## src/rtl/glp_pkg.sv

```systemverilog
// Shared types, character codes and constant tables for the G-code line parser.
// Used by the controller, the datapath, the top level and the port checker.
`timescale 1ns / 1ps

package glp_pkg;

  localparam int unsigned WORD_SLOTS_DEF = 8;
  localparam int unsigned AXIS_SCALE_DEF = 1000;

  // Character codes.
  localparam logic [7:0] CH_LF    = 8'h0A;
  localparam logic [7:0] CH_CR    = 8'h0D;
  localparam logic [7:0] CH_SPACE = 8'h20;
  localparam logic [7:0] CH_TAB   = 8'h09;
  localparam logic [7:0] CH_MINUS = 8'h2D;
  localparam logic [7:0] CH_DOT   = 8'h2E;
  localparam logic [7:0] CH_ZERO  = 8'h30;
  localparam logic [7:0] CH_NINE  = 8'h39;
  localparam logic [7:0] CH_UP_A  = 8'h41;
  localparam logic [7:0] CH_UP_Z  = 8'h5A;
  localparam logic [7:0] CH_LO_A  = 8'h61;
  localparam logic [7:0] CH_LO_Z  = 8'h7A;
  localparam logic [7:0] CH_X     = 8'h58;
  localparam logic [7:0] CH_Y     = 8'h59;
  localparam logic [7:0] CH_F     = 8'h46;
  localparam logic [7:0] CH_G     = 8'h47;
  localparam logic [7:0] CH_M     = 8'h4D;
  localparam logic [7:0] CASE_FOLD_MASK = 8'hDF;

  localparam logic [3:0] MAX_DECIMALS = 4'd10;

  // Line status codes.
  localparam logic [1:0] ST_CONT = 2'd0;
  localparam logic [1:0] ST_OK   = 2'd1;
  localparam logic [1:0] ST_ERR  = 2'd2;

  // Command kind codes.
  localparam logic [1:0] KIND_NONE   = 2'd0;
  localparam logic [1:0] KIND_MOVE   = 2'd1;
  localparam logic [1:0] KIND_REPORT = 2'd2;

  localparam logic [31:0] POW10 [10] = '{
    32'd1, 32'd10, 32'd100, 32'd1000, 32'd10000, 32'd100000, 32'd1000000,
    32'd10000000, 32'd100000000, 32'd1000000000
  };

  typedef struct packed {
    logic [7:0]  letter;
    logic [31:0] mant;
    logic [3:0]  dec;
    logic        neg;
  } word_t;

  typedef struct packed {
    logic [31:0] mult;
    logic [3:0]  e;
  } scale_ent_t;

  // Commands from the controller to the datapath.
  typedef struct packed {
    logic take_char;
    logic mul;
    logic round;
    logic div_step;
    logic apply;
    logic next_slot;
    logic emit_line;
  } cmd_t;

  // Status from the datapath to the controller.
  typedef struct packed {
    logic convert_req;
    logic slot_done;
    logic relevant;
    logic e_zero;
    logic div_last;
    logic out_free;
  } sts_t;

  // Cancels common factors of ten between the scale and the fraction digits.
  // Evaluated at elaboration only.
  function automatic scale_ent_t strip_scale(input int unsigned scale, input int unsigned e);
    int unsigned m;
    int unsigned k;
    scale_ent_t  r;
    m = scale;
    k = e;
    for (int i = 0; i < 9; i++) begin
      if (k != 0 && (m % 10) == 0) begin
        m = m / 10;
        k = k - 1;
      end
    end
    r.mult = m[31:0];
    r.e    = k[3:0];
    return r;
  endfunction

endpackage

```

## src/rtl/glp_ram.sv

```systemverilog
// Generic single-port-write, single-port-read RAM with registered read data.
// No dependencies.
`timescale 1ns / 1ps

module glp_ram #(
  parameter int unsigned Width = 8,
  parameter int unsigned Depth = 8
) (
  input  logic                     clk_i,
  input  logic                     we_i,
  input  logic [$clog2(Depth)-1:0] waddr_i,
  input  logic [Width-1:0]         wdata_i,
  input  logic [$clog2(Depth)-1:0] raddr_i,
  output logic [Width-1:0]         rdata_o
);

  logic [Width-1:0] mem_q [Depth];
  logic [Width-1:0] rdata_q;

  always_ff @(posedge clk_i) begin
    if (we_i) begin
      mem_q[waddr_i] <= wdata_i;
    end
    rdata_q <= mem_q[raddr_i];
  end

  assign rdata_o = rdata_q;

endmodule

```

## src/rtl/glp_ctrl.sv

```systemverilog
// Controller of the G-code line parser: takes characters and sequences the
// line-end conversion. Depends on glp_pkg.
`timescale 1ns / 1ps

module glp_ctrl (
  input  logic          clk_i,
  input  logic          rst_ni,
  input  logic          char_in_valid_i,
  output logic          char_in_ready_o,
  input  glp_pkg::sts_t sts_i,
  output glp_pkg::cmd_t cmd_o
);

  typedef enum logic [2:0] {
    S_IDLE,
    S_READ,
    S_CHECK,
    S_ROUND,
    S_DIV,
    S_APPLY,
    S_FINISH
  } state_e;

  state_e state_q, state_d;

  always_ff @(posedge clk_i or negedge rst_ni) begin
    if (!rst_ni) begin
      state_q <= S_IDLE;
    end else begin
      state_q <= state_d;
    end
  end

  assign char_in_ready_o = (state_q == S_IDLE) && sts_i.out_free;

  always_comb begin
    state_d = state_q;
    cmd_o   = '0;
    case (state_q)
      S_IDLE: begin
        if (char_in_valid_i && char_in_ready_o) begin
          cmd_o.take_char = 1'b1;
          if (sts_i.convert_req) begin
            state_d = S_READ;
          end
        end
      end
      S_READ: begin
        // The RAM address follows the slot pointer; data arrives next cycle.
        state_d = sts_i.slot_done ? S_FINISH : S_CHECK;
      end
      S_CHECK: begin
        if (sts_i.relevant) begin
          cmd_o.mul = 1'b1;
          state_d   = S_ROUND;
        end else begin
          cmd_o.next_slot = 1'b1;
          state_d         = S_READ;
        end
      end
      S_ROUND: begin
        if (sts_i.e_zero) begin
          state_d = S_APPLY;
        end else begin
          cmd_o.round = 1'b1;
          state_d     = S_DIV;
        end
      end
      S_DIV: begin
        cmd_o.div_step = 1'b1;
        if (sts_i.div_last) begin
          state_d = S_APPLY;
        end
      end
      S_APPLY: begin
        cmd_o.apply = 1'b1;
        state_d     = S_READ;
      end
      S_FINISH: begin
        if (sts_i.out_free) begin
          cmd_o.emit_line = 1'b1;
          state_d         = S_IDLE;
        end
      end
      default: begin
        state_d = S_IDLE;
      end
    endcase
  end

endmodule

```

## src/rtl/glp_datapath.sv

```systemverilog
// Datapath of the G-code line parser: word assembly, word store, scaling,
// rounding divider, sticky targets and the result register. Depends on
// glp_pkg and glp_ram.
`timescale 1ns / 1ps

module glp_datapath #(
  parameter int unsigned WordSlots = glp_pkg::WORD_SLOTS_DEF,
  parameter int unsigned AxisScale = glp_pkg::AXIS_SCALE_DEF
) (
  input  logic               clk_i,
  input  logic               rst_ni,
  input  glp_pkg::cmd_t      cmd_i,
  output glp_pkg::sts_t      sts_o,
  input  logic [7:0]         char_in_i,
  input  logic               cfg_we_i,
  input  logic [30:0]        cfg_wdata_i,
  input  logic               out_ready_i,
  output logic               out_valid_o,
  output logic [1:0]         line_status_o,
  output logic [1:0]         command_kind_o,
  output logic signed [31:0] target_x_o,
  output logic signed [31:0] target_y_o,
  output logic signed [31:0] target_feed_o
);

  localparam int unsigned AW = $clog2(WordSlots);
  localparam int unsigned IW = $clog2(WordSlots + 1);

  typedef enum logic [1:0] {
    MODE_LETTER,
    MODE_NUMBER,
    MODE_DIGITS,
    MODE_ERROR
  } mode_e;

  typedef enum logic [1:0] {
    SEL_X,
    SEL_Y,
    SEL_F
  } sel_e;

  mode_e          mode_q, mode_d;
  logic [IW-1:0]  idx_q, idx_d;
  glp_pkg::word_t cur_q, cur_d;
  logic [7:0]     cmd_letter_q, cmd_letter_d;
  logic [IW-1:0]  slot_q, n_q;
  logic [1:0]     kind_q;

  logic           ram_we;
  glp_pkg::word_t ram_rdata;

  logic [7:0] ch, folded;
  logic       is_end, is_white, is_num, is_upper;
  logic [31:0] mant_step;

  // Conversion registers.
  logic [31:0] prod_q;
  logic [3:0]  e_q;
  logic        neg_q;
  sel_e        sel_q;
  logic [31:0] div_q, divisor_q, rem_q;
  logic [4:0]  cnt_q;

  logic [31:0] sticky_x_q, sticky_y_q, sticky_feed_q;

  // Scale table for the axes, folded at elaboration.
  logic [31:0] ax_mult [10];
  logic [3:0]  ax_e    [10];

  for (genvar g = 0; g < 10; g++) begin : g_tab
    glp_pkg::scale_ent_t ent;
    assign ent        = glp_pkg::strip_scale(AxisScale, g);
    assign ax_mult[g] = ent.mult;
    assign ax_e[g]    = ent.e;
  end

  glp_ram #(
    .Width ($bits(glp_pkg::word_t)),
    .Depth (WordSlots)
  ) u_word_ram (
    .clk_i   (clk_i),
    .we_i    (ram_we),
    .waddr_i (idx_q[AW-1:0]),
    .wdata_i (cur_q),
    .raddr_i (slot_q[AW-1:0]),
    .rdata_o (ram_rdata)
  );

  // Character classes.
  always_comb begin
    ch       = char_in_i;
    folded   = (ch >= glp_pkg::CH_LO_A && ch <= glp_pkg::CH_LO_Z) ?
               (ch & glp_pkg::CASE_FOLD_MASK) : ch;
    is_end   = (ch == glp_pkg::CH_LF) || (ch == glp_pkg::CH_CR);
    is_white = (ch == glp_pkg::CH_SPACE) || (ch == glp_pkg::CH_TAB);
    is_num   = (ch >= glp_pkg::CH_ZERO) && (ch <= glp_pkg::CH_NINE);
    is_upper = (folded >= glp_pkg::CH_UP_A) && (folded <= glp_pkg::CH_UP_Z);
    mant_step = {cur_q.mant[28:0], 3'b000} + {cur_q.mant[30:0], 1'b0} +
                {28'd0, ch[3:0]};
  end

  // Word assembly.
  always_comb begin
    mode_d       = mode_q;
    idx_d        = idx_q;
    cur_d        = cur_q;
    cmd_letter_d = cmd_letter_q;
    ram_we       = 1'b0;
    if (cmd_i.take_char) begin
      if (is_end) begin
        ram_we = (mode_q == MODE_DIGITS);
        mode_d = MODE_LETTER;
        idx_d  = '0;
      end else begin
        case (mode_q)
          MODE_LETTER: begin
            if (!is_white) begin
              if (is_upper && idx_q < IW'(WordSlots)) begin
                cur_d = '{letter: folded, mant: 32'd0, dec: 4'd0, neg: 1'b0};
                if (idx_q == '0) begin
                  cmd_letter_d = folded;
                end
                mode_d = MODE_NUMBER;
              end else begin
                mode_d = MODE_ERROR;
              end
            end
          end
          MODE_NUMBER, MODE_DIGITS: begin
            if (mode_q == MODE_NUMBER) begin
              mode_d = MODE_DIGITS;
            end
            if (is_num) begin
              if (cur_q.dec >= glp_pkg::MAX_DECIMALS) begin
                mode_d = MODE_ERROR;
              end else begin
                cur_d.mant = mant_step;
                if (cur_q.dec != 4'd0) begin
                  cur_d.dec = cur_q.dec + 4'd1;
                end
              end
            end else if (mode_q == MODE_NUMBER && ch == glp_pkg::CH_MINUS) begin
              cur_d.neg = 1'b1;
            end else if (mode_q == MODE_DIGITS && is_white) begin
              ram_we = 1'b1;
              mode_d = MODE_LETTER;
              idx_d  = idx_q + IW'(1);
            end else if (mode_q == MODE_DIGITS && ch == glp_pkg::CH_DOT) begin
              cur_d.dec = 4'd1;
            end else begin
              mode_d = MODE_ERROR;
            end
          end
          MODE_ERROR: begin
            mode_d = MODE_ERROR;
          end
          default: begin
            mode_d = MODE_ERROR;
          end
        endcase
      end
    end
  end

  always_ff @(posedge clk_i or negedge rst_ni) begin
    if (!rst_ni) begin
      mode_q <= MODE_LETTER;
      idx_q  <= '0;
      slot_q <= '0;
      n_q    <= '0;
    end else begin
      mode_q <= mode_d;
      idx_q  <= idx_d;
      if (cmd_i.take_char && sts_o.convert_req) begin
        slot_q <= IW'(1);
        n_q    <= idx_q;
      end else if (cmd_i.apply || cmd_i.next_slot) begin
        slot_q <= slot_q + IW'(1);
      end
    end
  end

  always_ff @(posedge clk_i) begin
    cur_q        <= cur_d;
    cmd_letter_q <= cmd_letter_d;
    if (cmd_i.take_char && sts_o.convert_req) begin
      if (cmd_letter_q == glp_pkg::CH_G) begin
        kind_q <= glp_pkg::KIND_MOVE;
      end else if (cmd_letter_q == glp_pkg::CH_M) begin
        kind_q <= glp_pkg::KIND_REPORT;
      end else begin
        kind_q <= glp_pkg::KIND_NONE;
      end
    end
  end

  // Scaling, rounding and the restoring divider.
  logic [3:0]  e_raw, e_idx;
  logic [31:0] rem_sh;
  logic        rem_ge;
  logic [31:0] mag, signed_val;

  always_comb begin
    e_raw  = (ram_rdata.dec == 4'd0) ? 4'd0 : ram_rdata.dec - 4'd1;
    e_idx  = (e_raw > 4'd9) ? 4'd9 : e_raw;
    rem_sh = {rem_q[30:0], div_q[31]};
    rem_ge = (rem_sh >= divisor_q);
    mag    = (e_q == 4'd0) ? prod_q : div_q;
    signed_val = neg_q ? (32'd0 - mag) : mag;
  end

  always_ff @(posedge clk_i) begin
    if (cmd_i.mul) begin
      neg_q <= ram_rdata.neg;
      if (ram_rdata.letter == glp_pkg::CH_F) begin
        sel_q  <= SEL_F;
        prod_q <= ram_rdata.mant;
        e_q    <= e_idx;
      end else begin
        sel_q  <= (ram_rdata.letter == glp_pkg::CH_X) ? SEL_X : SEL_Y;
        prod_q <= ram_rdata.mant * ax_mult[e_idx];
        e_q    <= ax_e[e_idx];
      end
    end
    if (cmd_i.round) begin
      div_q     <= prod_q + (glp_pkg::POW10[e_q] >> 1);
      divisor_q <= glp_pkg::POW10[e_q];
      rem_q     <= 32'd0;
      cnt_q     <= 5'd0;
    end else if (cmd_i.div_step) begin
      rem_q <= rem_ge ? (rem_sh - divisor_q) : rem_sh;
      div_q <= {div_q[30:0], rem_ge};
      cnt_q <= cnt_q + 5'd1;
    end
  end

  // Sticky targets.
  always_ff @(posedge clk_i or negedge rst_ni) begin
    if (!rst_ni) begin
      sticky_x_q    <= '0;
      sticky_y_q    <= '0;
      sticky_feed_q <= '0;
    end else if (cfg_we_i) begin
      sticky_feed_q <= {1'b0, cfg_wdata_i};
    end else if (cmd_i.apply) begin
      case (sel_q)
        SEL_X:   sticky_x_q    <= signed_val;
        SEL_Y:   sticky_y_q    <= signed_val;
        SEL_F:   sticky_feed_q <= signed_val;
        default: sticky_x_q    <= sticky_x_q;
      endcase
    end
  end

  // Result register.
  logic out_valid_q;
  logic load_char;

  assign load_char = cmd_i.take_char && !sts_o.convert_req;

  always_ff @(posedge clk_i or negedge rst_ni) begin
    if (!rst_ni) begin
      out_valid_q <= 1'b0;
    end else if (load_char || cmd_i.emit_line) begin
      out_valid_q <= 1'b1;
    end else if (out_ready_i) begin
      out_valid_q <= 1'b0;
    end
  end

  always_ff @(posedge clk_i) begin
    if (load_char) begin
      line_status_o  <= is_end ? glp_pkg::ST_ERR : glp_pkg::ST_CONT;
      command_kind_o <= glp_pkg::KIND_NONE;
      target_x_o     <= sticky_x_q;
      target_y_o     <= sticky_y_q;
      target_feed_o  <= sticky_feed_q;
    end else if (cmd_i.emit_line) begin
      line_status_o  <= glp_pkg::ST_OK;
      command_kind_o <= kind_q;
      target_x_o     <= sticky_x_q;
      target_y_o     <= sticky_y_q;
      target_feed_o  <= sticky_feed_q;
    end
  end

  assign out_valid_o = out_valid_q;

  always_comb begin
    sts_o.convert_req = is_end && (mode_q == MODE_DIGITS);
    sts_o.slot_done   = (slot_q > n_q);
    sts_o.relevant    = (ram_rdata.letter == glp_pkg::CH_X) ||
                        (ram_rdata.letter == glp_pkg::CH_Y) ||
                        (ram_rdata.letter == glp_pkg::CH_F);
    sts_o.e_zero      = (e_q == 4'd0);
    sts_o.div_last    = (cnt_q == 5'd31);
    sts_o.out_free    = !out_valid_q || out_ready_i;
  end

endmodule

```

## src/rtl/gcode_line_parser_top.sv

```systemverilog
// Top level of the G-code line parser: joins the controller and the datapath.
// Depends on glp_pkg, glp_ctrl, glp_datapath (and glp_ram below it).
`timescale 1ns / 1ps

// The block takes G-code text one byte per request on the char_in channel and
// returns exactly one result request per byte on the out channel. Each result
// carries the line status, the command kind and the current X, Y and feed
// targets. Both channels use valid and ready.
//
// A byte that does not end a line, or a line end that closes a bad line, gives
// its result in the cycle after it is taken. A line end after a good number
// starts the conversion: each stored word after the first is read from the
// word RAM. Letters other than X, Y and F are read, checked and skipped. An X
// or Y word is scaled and an F word is taken as it is; the word is applied
// directly when its fraction digits are all absorbed by factors of ten in the
// scale (for F, when it has none), and otherwise after the rounding division
// by the one-bit-per-cycle restoring divider. The block works on one byte at a
// time; char_in_ready_o is high only while the controller is idle and the
// result register is empty or being drained.
//
// Reset clears the parse state, the targets and the feedrate to zero. Writing
// cfg_we_i loads the initial feedrate into the feed target at once. When the
// receiver stalls, the result register holds its request and no new byte is
// taken until it is accepted.

module gcode_line_parser_top #(
  parameter int unsigned WordSlots = glp_pkg::WORD_SLOTS_DEF,
  parameter int unsigned AxisScale = glp_pkg::AXIS_SCALE_DEF
) (
  input  logic               clk_i,
  input  logic               rst_ni,
  input  logic               cfg_we_i,
  input  logic [30:0]        cfg_wdata_i,
  input  logic               char_in_valid_i,
  output logic               char_in_ready_o,
  input  logic [7:0]         char_in_i,
  output logic               out_valid_o,
  input  logic               out_ready_i,
  output logic [1:0]         line_status_o,
  output logic [1:0]         command_kind_o,
  output logic signed [31:0] target_x_o,
  output logic signed [31:0] target_y_o,
  output logic signed [31:0] target_feed_o
);

  glp_pkg::cmd_t cmd;
  glp_pkg::sts_t sts;

  // The controller owns the input handshake and the conversion sequence.
  glp_ctrl u_ctrl (
    .clk_i           (clk_i),
    .rst_ni          (rst_ni),
    .char_in_valid_i (char_in_valid_i),
    .char_in_ready_o (char_in_ready_o),
    .sts_i           (sts),
    .cmd_o           (cmd)
  );

  // The datapath holds every word, target and the result register.
  glp_datapath #(
    .WordSlots (WordSlots),
    .AxisScale (AxisScale)
  ) u_datapath (
    .clk_i          (clk_i),
    .rst_ni         (rst_ni),
    .cmd_i          (cmd),
    .sts_o          (sts),
    .char_in_i      (char_in_i),
    .cfg_we_i       (cfg_we_i),
    .cfg_wdata_i    (cfg_wdata_i),
    .out_ready_i    (out_ready_i),
    .out_valid_o    (out_valid_o),
    .line_status_o  (line_status_o),
    .command_kind_o (command_kind_o),
    .target_x_o     (target_x_o),
    .target_y_o     (target_y_o),
    .target_feed_o  (target_feed_o)
  );

endmodule

```

## config.mk

```make
export PLATFORM = sky130hd
export DESIGN_NAME = gcode_line_parser_top
export DESIGN_NICKNAME = d
export VERILOG_FILES = /design/src/rtl/glp_pkg.sv /design/src/rtl/glp_ram.sv /design/src/rtl/glp_ctrl.sv /design/src/rtl/glp_datapath.sv /design/src/rtl/gcode_line_parser_top.sv
export SDC_FILE = /design/constraint.sdc
export NUM_CORES = 2
export LEC_CHECK = 0
export BUFFER_PORTS_ARGS = -buffer_cell sky130_fd_sc_hd__buf_2
export CAP_MARGIN = 5
export CORE_ASPECT_RATIO = 0.75
export CORE_UTILIZATION = 57
export CTS_CLUSTER_DIAMETER = 200
export CTS_CLUSTER_SIZE = 20
export DETAILED_ROUTE_END_ITERATION = 10
export GPL_ROUTABILITY_DRIVEN = 0
export HOLD_SLACK_MARGIN = 0.1
export PLACE_DENSITY = 0.76
export SYNTH_ARGS = -nofsm -noshare
export SYNTH_HDL_FRONTEND = slang
export SYNTH_SLANG_ARGS = --single-unit
```

## constraint.sdc

```tcl
create_clock -name clk_i -period 6.7 [get_ports clk_i]
set_input_delay 0.335 -clock clk_i [delete_from_list [all_inputs] [get_ports clk_i]]
set_output_delay 0.335 -clock clk_i [all_outputs]
set_load 0.02 [all_outputs]
```

==> flow_summary.yaml <==
placement:
  dp_hpwl_um: 66500
  port_buffers: 145
clocking:
  clock_sinks: 804
  cts_buffers: 46
  cts_root_buf: "clkbuf_16"
  cts_tree: "built"
  clock_latency_ns: 0.64
  clk_pin_slew_ns: 0.09
  cts_buffer_depth: 3
  cts-htree-levels: 2
critical_path:
  required_ns: 7.06
  end_kind: "flip-flop"
  worst_setup_path_start_kind: "flip-flop"
  crit_arrival_ns: 7.26
  crit_type: "flip-flop to flip-flop"
  reg2reg_depth: 28
  path_depth: 28
  crit_top_cell: "fa_1"
  crit_family: "adder cells"
  max_stage_delay_ns: 0.56
  slowest_stage: "fa_1"
  cp_num_buf_inv: 7
  crit_fanout: 5
hold_path:
  hold_depth: 3
  hp-class: "input port to flip-flop"
detailed_routing:
  wl_um: 97400
  ant_nets: 0
  drt_iter0_drc: 2391
  routedWlPerCell_um: 20.0
  vias: 28100
  viasPerCell: 5.77
  firstDrtPassIters: 8
  drcViolationCount: 0
sta:
  rsz0062_at_grt: "yes"
  setup_ws_ns: -0.201
  relSlewSlack_pct: 27.0
  min_period_over_period_pct: 103
  fin_skew_ns: 0.0356
  period_needed_ns: 6.90
  worstMarginPinSlew_ns: 1.10
  clock.fmax_mhz: 145
  slew_viol_final: 0
  whs_ns: 0.138
  hold_viol_final: 0
  setup_viol: 6
synthesis:
  syn_area_um2: 44100
  syn_inst: 3525
  async_flop_share_pct: 14.2
  synth.area.top_cells: "edfxtp_1, ha_1, fa_1"
  ys_ff_latch: 804
  syn_nets: 4051
  ys_warn_count: 0
  ys_types: 82
  synth-main-ff-cell: "edfxtp_1"
  synth_top_area_share_pct: 41.3
  synth_area_leader_cell: "edfxtp_1"
  synth_area_per_cell_um2: 12.5
  synth_edf_count: 607
  ys_seq_area_share_pct: 51.5
finish:
  diodes: 0
  finish.utilization_pct: 65.9
  drive_gt1_share_pct: 19.2
  seq_area_um2: 22800
  multi_input_area_um2: 20700
  fillCellCount: 5358
  syn2layout_area_growth_pct: 13.2
  fin_nets: 4330
floorplan:
  num_io_pins: 146
  core_area_um2: 75900
  die_h_um: 243
  start_util_pct: 58.2
  die_w_um: 323
  die-area_um2: 78600
  row_count: 87
outcome:
  violations: "setup timing"
  outcome: "finished with violations"
grt:
  grt_max_degree: 70
  grt_overflow_total: 0
  grt_usage_pct: 25.3
  antenna_found_initial: 1
  grt_pass1_wl_um: 155000
  grt_pass1_vias: 28500
job:
  maxCapViolCount: 0
[worst reg2reg max path: cells and delay by family, from the launching register on]
kind / cells / cell delay, ns
simple gates: 3 / 0.32
xor+xnor: 1 / 0.16
flops: 1 / 0.36
buf+inv: 7 / 0.65
compound gates: 8 / 1.70
fa+ha+maj: 9 / 3.46
[layout make-up]
class / instances / area share, %
Sequential cell: 804 / 45.5
Multi-Input combinational cell: 2234 / 41.4
Timing Repair Buffer: 354 / 5.14
Inverter: 364 / 2.73
Tap cell: 1023 / 2.56
Clock buffer: 80 / 2.56
Clock inverter: 4 / 0.100
[synthesized netlist by cell type, drive strengths merged, types with 17 or more instances]
library cell and number:
buf 33, fa 172, nand2 307, a21o 50, nor2 109, dfxtp 83, mux2i 46, a21oi 144
clkbuf 90, mux2 63, ha 310, a31oi 17, xnor2 88, dfrtp 114, mux4 90, a22oi 26
nor3 44, a211oi 21, edfxtp 607, xor2 72, nand3 21, nor2b 26, inv 363, and2 106
o21bai 22, nand4 17, nand2b 32, o21ai 225, and3 62
[metal layers]
layer	vias up	part of all wire (%)	track usage, %
met5	-	0.013	0
li1	13100	-	-
met4	2	2.2	6.66
met3	134	6.3	3.48
met1	13900	44	36.1
met2	892	47	40.8
[cells by family (layout without fill, tap and decap cells)]
kind of cell | count (synthesis) | in the layout | share of synthesized area (%)
and+or+nand+nor | 785 | 785 | 8.76
buffers and inverters | 487 | 802 | 4.21
DFF | 804 | 804 | 51.5
adders and majority gates | 482 | 482 | 16.6
xor gates and xnor gates | 160 | 160 | 3.18
muxes | 199 | 199 | 7.26
AOI/OAI and AO/OA | 608 | 608 | 8.47
[flip-flops by register name, indices dropped and copies added, names as in the netlist, 23 cells and up]
name                           count
u_datapath.target_y_o             32
u_datapath.u_word_ram.rdata_o     45
u_datapath.prod_q                 32
u_datapath.target_x_o             32
u_datapath.cur_q                  45
u_datapath.sticky_y_q             32
u_datapath.sticky_x_q             32
u_datapath.divisor_q              23
u_datapath.div_q                  32
u_datapath.target_feed_o          32
u_datapath.rem_q                  31
u_datapath.u_word_ram.mem_q      360
u_datapath.sticky_feed_q          32
[worst paths after layout]
| kind | from | end | slack [ns] |
|---|---|---|---|
| worst min-delay path | out_ready_i | u_datapath.out_valid_o | 0.14 |
| max in group asynchronous | rst_ni | u_datapath.slot_q[0] | 5.02 |
| worst max register to register | u_datapath.u_word_ram.rdata_o[1] | u_datapath.prod_q[30] | -0.20 |
| worst min register to register | u_datapath.sticky_x_q[13] | u_datapath.target_x_o[13] | 0.45 |
| min in group asynchronous | rst_ni | u_datapath.sticky_y_q[18] | 0.30 |
| worst max-delay path | u_datapath.u_word_ram.rdata_o[1] | u_datapath.prod_q[30] | -0.20 |
[stage by stage]
stage	instances	setup WS, ns	TNS [ns]	instance area, um2
floorplan	3525	-0.00720	-0.00720	44600
global placement	4713	-0.212	-1.38	47300
detailed placement	4713	-0.476	-3.37	47300
CTS	4857	-0.0499	-0.0499	49700
global route	4863	-0.470	-2.89	50000
finish	4863	-0.201	-0.691	50000
[cell usage in the layout (no fill, tap or decap), types with 17 or more instances in the layout]
cell type	n
xor2_1	71
clkbuf_1	34
a21o_1	50
and2_1	95
o21ai_0	193
nor3_1	38
nor2b_1	26
dlygate4sd3_1	40
mux2_2	63
nand4_1	17
a21oi_1	126
nor2_1	101
inv_2	40
o21bai_1	22
dfxtp_1	79
mux2i_1	44
mux4_2	90
ha_4	53
a211oi_1	17
buf_2	144
edfxtp_1	607
nand2_1	299
xnor2_1	87
inv_1	323
nand3_1	20
clkbuf_16	46
o21ai_1	22
ha_1	253
and3_1	50
a22oi_1	25
fa_1	167
buf_4	152
dfrtp_1	111
nand2b_1	31
[repair_timing]
item                       4_1_cts  5_1_grt
gates cloned                     2        0
setup endpoints to repair       12       14
hold endpoints to repair       103        0
buffers inserted                18        7
resized for setup              103       78
pin swaps                       93       57
hold buffers                    40        0
Power is not shown: default switching activity piles up to over one toggle a cycle in this logic, so the estimate is an artifact.
